File: config.mk
export PLATFORM = sky130hd
export DESIGN_NAME = tbgb_ctrl
export DESIGN_NICKNAME = d
export VERILOG_FILES = /design/src/rtl/tbgb_pkg.sv /design/src/rtl/tbgb_ctrl.sv
export SDC_FILE = /design/constraint.sdc
export NUM_CORES = 1
export LEC_CHECK = 0
export BUFFER_PORTS_ARGS = -buffer_cell sky130_fd_sc_hd__buf_2
export CORE_AREA = 2 2 39 41
export CTS_CLUSTER_DIAMETER = 200
export DETAILED_ROUTE_END_ITERATION = 7
export DIE_AREA = 0 0 41 43
export GPL_ROUTABILITY_DRIVEN = 0
export PLACE_DENSITY_LB_ADDON = 0.25
export SLEW_MARGIN = 20
export SYNTH_ARGS = -nofsm -noshare
export SYNTH_HDL_FRONTEND = slang
export SYNTH_SLANG_ARGS = --single-unit
File: constraint.sdc
create_clock -name clk -period 3.2 [get_ports clk]
set_clock_uncertainty 0.2 [all_clocks]
set_input_delay 0.32 -clock clk [delete_from_list [all_inputs] [get_ports clk]]
set_output_delay 0.32 -clock clk [all_outputs]
set_load 0.02 [all_outputs]
File: src/rtl/tbgb_pkg.sv
`timescale 1ns / 1ps
package tbgb_pkg;

  typedef enum logic [2:0] {
    OP_GLYPH_PIXEL  = 3'd0,
    OP_GLYPH_METRIC = 3'd1,
    OP_START_TEXT   = 3'd2,
    OP_DRAW_CHAR    = 3'd3,
    OP_READ_PIXEL   = 3'd4
  } op_t;

  typedef enum logic [1:0] {
    CFG_BOX_WIDTH     = 2'd0,
    CFG_BOX_HEIGHT    = 2'd1,
    CFG_FONT_ASCENDER = 2'd2,
    CFG_LINE_HEIGHT   = 2'd3
  } cfg_idx_t;

  typedef enum logic [2:0] {
    ST_CLEAR,
    ST_IDLE,
    ST_EXEC,
    ST_META,
    ST_DRAW,
    ST_FLUSH,
    ST_READ,
    ST_RESP
  } state_t;

  localparam logic [6:0] NEWLINE_CODE = 7'd10;
  localparam logic [7:0] LEVEL_ON     = 8'd255;
  localparam logic [9:0] POS_MAX      = 10'd1023;

  // Commands from the controller to the datapath
  typedef struct packed {
    logic latch_in;
    logic glyph_we;
    logic meta_we;
    logic text_reset;
    logic clear_step;
    logic newline;
    logic setup;
    logic draw_step;
    logic pen_adv;
    logic alpha_capture;
  } ctl_t;

  // Status from the datapath to the controller
  typedef struct packed {
    logic [2:0] op;
    logic       newline_code;
    logic       clear_last;
    logic       draw_done;
  } stat_t;

endpackage

File: src/rtl/tbgb_ctrl.sv
`timescale 1ns / 1ps
module tbgb_ctrl (
  input  logic           clk,
  input  logic           rst_n,
  input  logic           start,
  input  tbgb_pkg::stat_t stat,
  output tbgb_pkg::ctl_t  ctl,
  output logic           busy,
  output logic           out_valid
);
  import tbgb_pkg::*;

  state_t state_r, state_nxt;
  logic   clr_op_r, clr_op_nxt;

  // State register; reset starts the surface clearing sweep
  always_ff @(posedge clk) begin
    if (!rst_n) begin
      state_r  <= ST_CLEAR;
      clr_op_r <= 1'b0;
    end else begin
      state_r  <= state_nxt;
      clr_op_r <= clr_op_nxt;
    end
  end

  // Next state
  always_comb begin
    state_nxt  = state_r;
    clr_op_nxt = clr_op_r;
    case (state_r)
      ST_CLEAR: begin
        if (stat.clear_last) begin
          state_nxt = clr_op_r ? ST_RESP : ST_IDLE;
        end
      end
      ST_IDLE: begin
        if (start) begin
          state_nxt = ST_EXEC;
        end
      end
      ST_EXEC: begin
        case (stat.op)
          OP_START_TEXT: begin
            state_nxt  = ST_CLEAR;
            clr_op_nxt = 1'b1;
          end
          OP_DRAW_CHAR: state_nxt = stat.newline_code ? ST_RESP : ST_META;
          OP_READ_PIXEL: state_nxt = ST_READ;
          default: state_nxt = ST_RESP;
        endcase
      end
      ST_META:  state_nxt = ST_DRAW;
      ST_DRAW: begin
        if (stat.draw_done) begin
          state_nxt = ST_FLUSH;
        end
      end
      ST_FLUSH: state_nxt = ST_RESP;
      ST_READ:  state_nxt = ST_RESP;
      ST_RESP:  state_nxt = ST_IDLE;
      default:  state_nxt = ST_IDLE;
    endcase
  end

  // Outputs
  always_comb begin
    ctl       = '0;
    busy      = (state_r != ST_IDLE);
    out_valid = 1'b0;
    case (state_r)
      ST_CLEAR: ctl.clear_step = 1'b1;
      ST_IDLE:  ctl.latch_in = start;
      ST_EXEC: begin
        case (stat.op)
          OP_GLYPH_PIXEL:  ctl.glyph_we = 1'b1;
          OP_GLYPH_METRIC: ctl.meta_we = 1'b1;
          OP_START_TEXT:   ctl.text_reset = 1'b1;
          OP_DRAW_CHAR:    ctl.newline = stat.newline_code;
          default: ;
        endcase
      end
      ST_META:  ctl.setup = 1'b1;
      ST_DRAW:  ctl.draw_step = !stat.draw_done;
      ST_FLUSH: ctl.pen_adv = 1'b1;
      ST_READ:  ctl.alpha_capture = 1'b1;
      ST_RESP:  out_valid = 1'b1;
      default: ;
    endcase
  end
endmodule

======== Word-level counts from Yosys, hierarchy flattened ========
Cells that the tools add are included.
storage, ports and cells
  register bits ........................... 4
  input bits .............................. 9
  output and inout bits ................... 12
  logic and storage cells ................. 43
operators by class
  eq/ne operators ......................... 15
  mux-type cells .......................... 20
  reductions and logical operators ........ 6
operator list
  operator                                               number
  one-hot mux 3 bit (7 select lines)                     1
  two-way mux 3 bit                                      6
  == test 3 bit, second input constant                   5
  == test 3 x 2 -> 1 bit, second input constant          4
  two-way mux 1 bit                                      12
  one-hot mux 3 bit (3 select lines)                     1
  == test 3 x 1 -> 1 bit, second input constant          2
  zero test 3 bit                                        2
  inequality test 2 bit, second input constant           3
  inequality test 3 x 1 -> 1 bit, second input constant  1
  AND reduction 3 bit                                    1
  AND reduction 2 bit                                    1
  OR reduction 2 bit                                     1
  zero test 1 bit                                        1

======== Depth between registers and ports, before layout ========
  word-level depth ........................ 3
  gate-level depth with buffers ........... 4
  gate-level depth less buffers ........... 3

======== Worst setup path after synthesis ========
OpenSTA, ideal clock, no wires.
  path type ............................... register to output
  from .................................... reg state_r[0]
  to ...................................... out ctl[7] in the netlist's numbering
  arrival time ............................ 1.339 ns
  data required time ...................... 2.680 ns
  path slack .............................. 1.341 ns
  cell stages (with the launch flop) ...... 3
  buffers on the path ..................... 0
  cell sequence ........................... dfxtp_1 -> or4b_4 -> nor3_1
RTL lines
  element                 RTL line         text
  start, declared         tbgb_ctrl.sv:13  state_t state_r, state_nxt;
  start signal, assigned  tbgb_ctrl.sv:22  state_r <= state_nxt;
  end, declared           tbgb_ctrl.sv:7   output tbgb_pkg::ctl_t ctl,

==> Implementation_results.wiki <==
{| class="wikitable"
! Metric !! Value
|-
| Leading register cell type out of synthesis || sky130_fd_sc_hd__dfxtp_1
|-
| Yosys reg bits || 4
|-
| Post-CTS Hold Fix Bufs || 0
|-
| WP data arrival || 1.69 ns
|-
| Total buffers and inverters traversed by the critical path || 1
|-
| Sequence of cells on the critical path || or4b_4 -> nor3b_2 -> buf_2
|-
| First-pass GRT wire length || 1.35 mm
|-
| Hold WC Path Type || in -> reg
|-
| Final count of negative-setup-slack endpoints || 0
|-
| Longest individual stage delay on the worst path || 0.54 ns
|-
| Clk Latency, worst-skew pair || 0.23 ns
|-
| Crit start category || flip-flop
|-
| Switching power as a share of total power || 0.349
|-
| Clock network power share || 0.314
|-
| Synth Warn # || 0
|-
| Area contributors post-synth || sky130_fd_sc_hd__dfxtp_1 (23%), sky130_fd_sc_hd__nor2_1 (6.5%), sky130_fd_sc_hd__nor3_1 (5.8%)
|-
| Initial detailed-routing violation count || 2
|-
| Pin count of the biggest net entering global routing || 17
|-
| Synthesized area per cell || 7.32 um^2
|-
| H-Tree Level Count || 1
|-
| Antenna cells || 0
|-
| NumNets Final || 78
|-
| Maximum fanout count along the critical path || 12
|-
| Area of the placeable core || 0.00138 mm^2
|-
| CTS tree || yes
|-
| Number of hold-slack violations in the final timing report || 0
|-
| Post-Synthesis Cell Area || 344 um^2
|-
| Floorplan row count || 14
|-
| Grt ovf || 0
|-
| Post-route fraction of the period consumed by the critical path || 0.689
|-
| Peak clock frequency supported by timing || 453 MHz
|-
| DRT antenna net count || 0
|-
| Height of the die || 43 um
|-
| Number of global-route vias before repair || 347
|-
| Transition time at the pin with the least slew margin || 0.450 ns
|-
| Number of design rule violations left after detail routing || 0
|-
| TritonRoute pass-1 iters || 2
|-
| Kind of end point of the critical path || output pin
|-
| Worst relative slew slack || 0.700
|-
| Cell taking the most area after synthesis || sky130_fd_sc_hd__dfxtp_1
|-
| Placed wire-length estimate after detailed placement || 668 um
|-
| Fraction of final layout cells sized beyond drive strength 1 || 0.388
|-
| Library cell with the highest instance count after synthesis || sky130_fd_sc_hd__nor2_1
|-
| Synth unique cells || 27
|-
| Number of pins with negative max-slew slack in the final report || 0
|-
| Gate count after technology mapping || 47
|-
| Required arrival time at the worst endpoint || 2.68 ns
|-
| Fin Hold WS || 0.164 ns
|-
| Setup repair after global routing missed its margin || no
|-
| Wirelength per Cell || 10.2 um
|-
| Number of max-cap violations || 0
|-
| Combined global-route utilization of all metal layers || 0.114
|-
| Starting density of the core || 0.249
|-
| Share of the yosys chip area belonging to registers || 0.233
|-
| Peak supply drop || 0.130 mV
|-
| Total via count in the routed design || 394
|-
| Async SR Flop Fraction || 0
|-
| Full die area || 0.00176 mm^2
|-
| Leading post-synthesis cells by instance count || sky130_fd_sc_hd__nor2_1 (6), sky130_fd_sc_hd__dfxtp_1 (4), sky130_fd_sc_hd__inv_1 (4), sky130_fd_sc_hd__nor3_1 (4), sky130_fd_sc_hd__nand2_1 (3)
|-
| EDFF count, synth || 0
|-
| Area share of the leading cell type in the synthesized netlist || 0.233
|-
| Cells resized by post-CTS repair || 0
|-
| Chip Width || 41 um
|-
| Slowest-stage cell, CP || sky130_fd_sc_hd__or4b_4
|-
| Clk pin slew, worst setup/hold paths || 0.03 ns
|-
| Cell at the root of the clock tree || sky130_fd_sc_hd__clkbuf_4
|-
| Vias per inst || 4.75
|-
| Design internal power || 0.000123 W
|-
| Total leakage power || 0.231 nW
|-
| Layout Utilization || 0.342
|-
| Combinational Power Share || 0.315
|-
| Seq pwr share || 0.371
|-
| I/O Buffers || 20
|-
| Sw Pwr || 0.0000661 W
|-
| Classification of the worst setup path || reg -> out
|-
| Post-route minimum period || 2.21 ns
|-
| Layout-stage area growth over the synthesis result || 37.5%
|-
| Number of clock sinks || 4
|-
| Category of cells accounting for the largest share of critical-path delay || simple AND/OR/NAND/NOR gates
|-
| Total length of routed wires || 845 um
|-
| Power per cell area || 401 mW/mm^2
|-
| Post-CTS setup buffers || 0
|-
| Syn_nets || 56
|-
| Outcome || finished clean
|-
| Antenna violations before repair || 0
|-
| I/O pin count || 21
|-
| Maximum count of clock buffers along a single path || 2
|-
| Sum Neg Setup Slack || 0 ns
|-
| Num CTS Buffers || 3
|}
[path summary, 6_finish.rpt]
| path | slack [ns] | start | depth (start not counted) | to |
|---|---|---|---|---|
| worst max register to register | 1.56 | state_r[1] | 3 | clr_op_r |
| worst min register to register | 0.31 | clr_op_r | 1 | clr_op_r |
| worst min-delay path | 0.16 | rst_n | 2 | clr_op_r |
| worst max-delay path | 0.99 | state_r[1] | 3 | ctl[6] |
[registers in the layout, indices dropped and copies added, names as in the netlist]
name and flops:
clr_op_r 1, state_r 3
[layout make-up]
cell class | count | area (um^2)
well taps | 16 | 20.0
flip-flops and latches | 4 | 80.1
clock buffers | 3 | 22.5
repair buffers | 20 | 100
inverters | 4 | 15.0
multi-input cells | 36 | 235
fillers | 154 | 911
[per-stage QoR]
step                power, W  setup slack [ns]  instance area [um^2]  cells
finish              0.000190             0.994                   473     83
floorplan           0.000111              1.34                   344     47
global route        0.000205             0.900                   473     83
global placement    0.000131              1.26                   450     80
CTS                 0.000194             0.975                   473     83
detailed placement  0.000131              1.24                   450     80
[placed cells by master, fill, tap and decap left out]
cell and count:
sky130_fd_sc_hd__a211oi_1 1, sky130_fd_sc_hd__a21oi_1 2, sky130_fd_sc_hd__a311oi_1 1, sky130_fd_sc_hd__a31oi_1 1
sky130_fd_sc_hd__and2_1 1, sky130_fd_sc_hd__and3_1 1, sky130_fd_sc_hd__and3b_2 1, sky130_fd_sc_hd__buf_2 20
sky130_fd_sc_hd__clkbuf_4 3, sky130_fd_sc_hd__dfxtp_1 4, sky130_fd_sc_hd__inv_1 4, sky130_fd_sc_hd__mux2i_1 1
sky130_fd_sc_hd__nand2_1 3, sky130_fd_sc_hd__nand3_1 1, sky130_fd_sc_hd__nand4bb_1 1, sky130_fd_sc_hd__nor2_1 6
sky130_fd_sc_hd__nor2b_1 1, sky130_fd_sc_hd__nor3_1 4, sky130_fd_sc_hd__nor3b_2 1, sky130_fd_sc_hd__nor4_1 1
sky130_fd_sc_hd__o21a_1 2, sky130_fd_sc_hd__o21ai_1 2, sky130_fd_sc_hd__o311a_1 1, sky130_fd_sc_hd__o31ai_1 1
sky130_fd_sc_hd__or4b_1 1, sky130_fd_sc_hd__or4b_4 1, sky130_fd_sc_hd__xor2_1 1
[power groups by stage]
stage	Clock, W	Sequential, W	Combinational [W]
final	0.0000595	0.0000703	0.0000598
after global routing	0.0000651	0.0000723	0.0000678
after CTS	0.0000632	0.0000700	0.0000608
after detailed placement	0	0.0000707	0.0000607
after global placement	0	0.0000706	0.0000607
after floorplan	0	0.0000591	0.0000517
[worst reg2reg max path: stages (launching register included)]
cell	delay, ns
sky130_fd_sc_hd__dfxtp_1	0.53
sky130_fd_sc_hd__or4b_4	0.54
sky130_fd_sc_hd__nor3b_2	0.20
sky130_fd_sc_hd__o21a_1	0.12
[layer usage]
layer / share of wire / vias to the layer above / track usage
met4: 0 / 0 / 0.100
met1: 0.45 / 171 / 0.126
met3: 0.053 / 0 / 0.0157
met5: 0 / - / 0
met2: 0.49 / 10 / 0.175
li1: - / 213 / -
[cells by family (layout without fill, tap and decap cells)]
family                 count (synthesis)  after routing  synth area share
AO/OA/AOI/OAI                         11             11             0.218
XOR/XNOR                               1              1            0.0255
buffers and inverters                  7             27            0.0836
flip-flops                             4              4             0.233
multiplexers                           1              1            0.0291
AND/OR/NAND/NOR                       23             23             0.411
No activity file was read; power rests on OpenSTA's default activity.
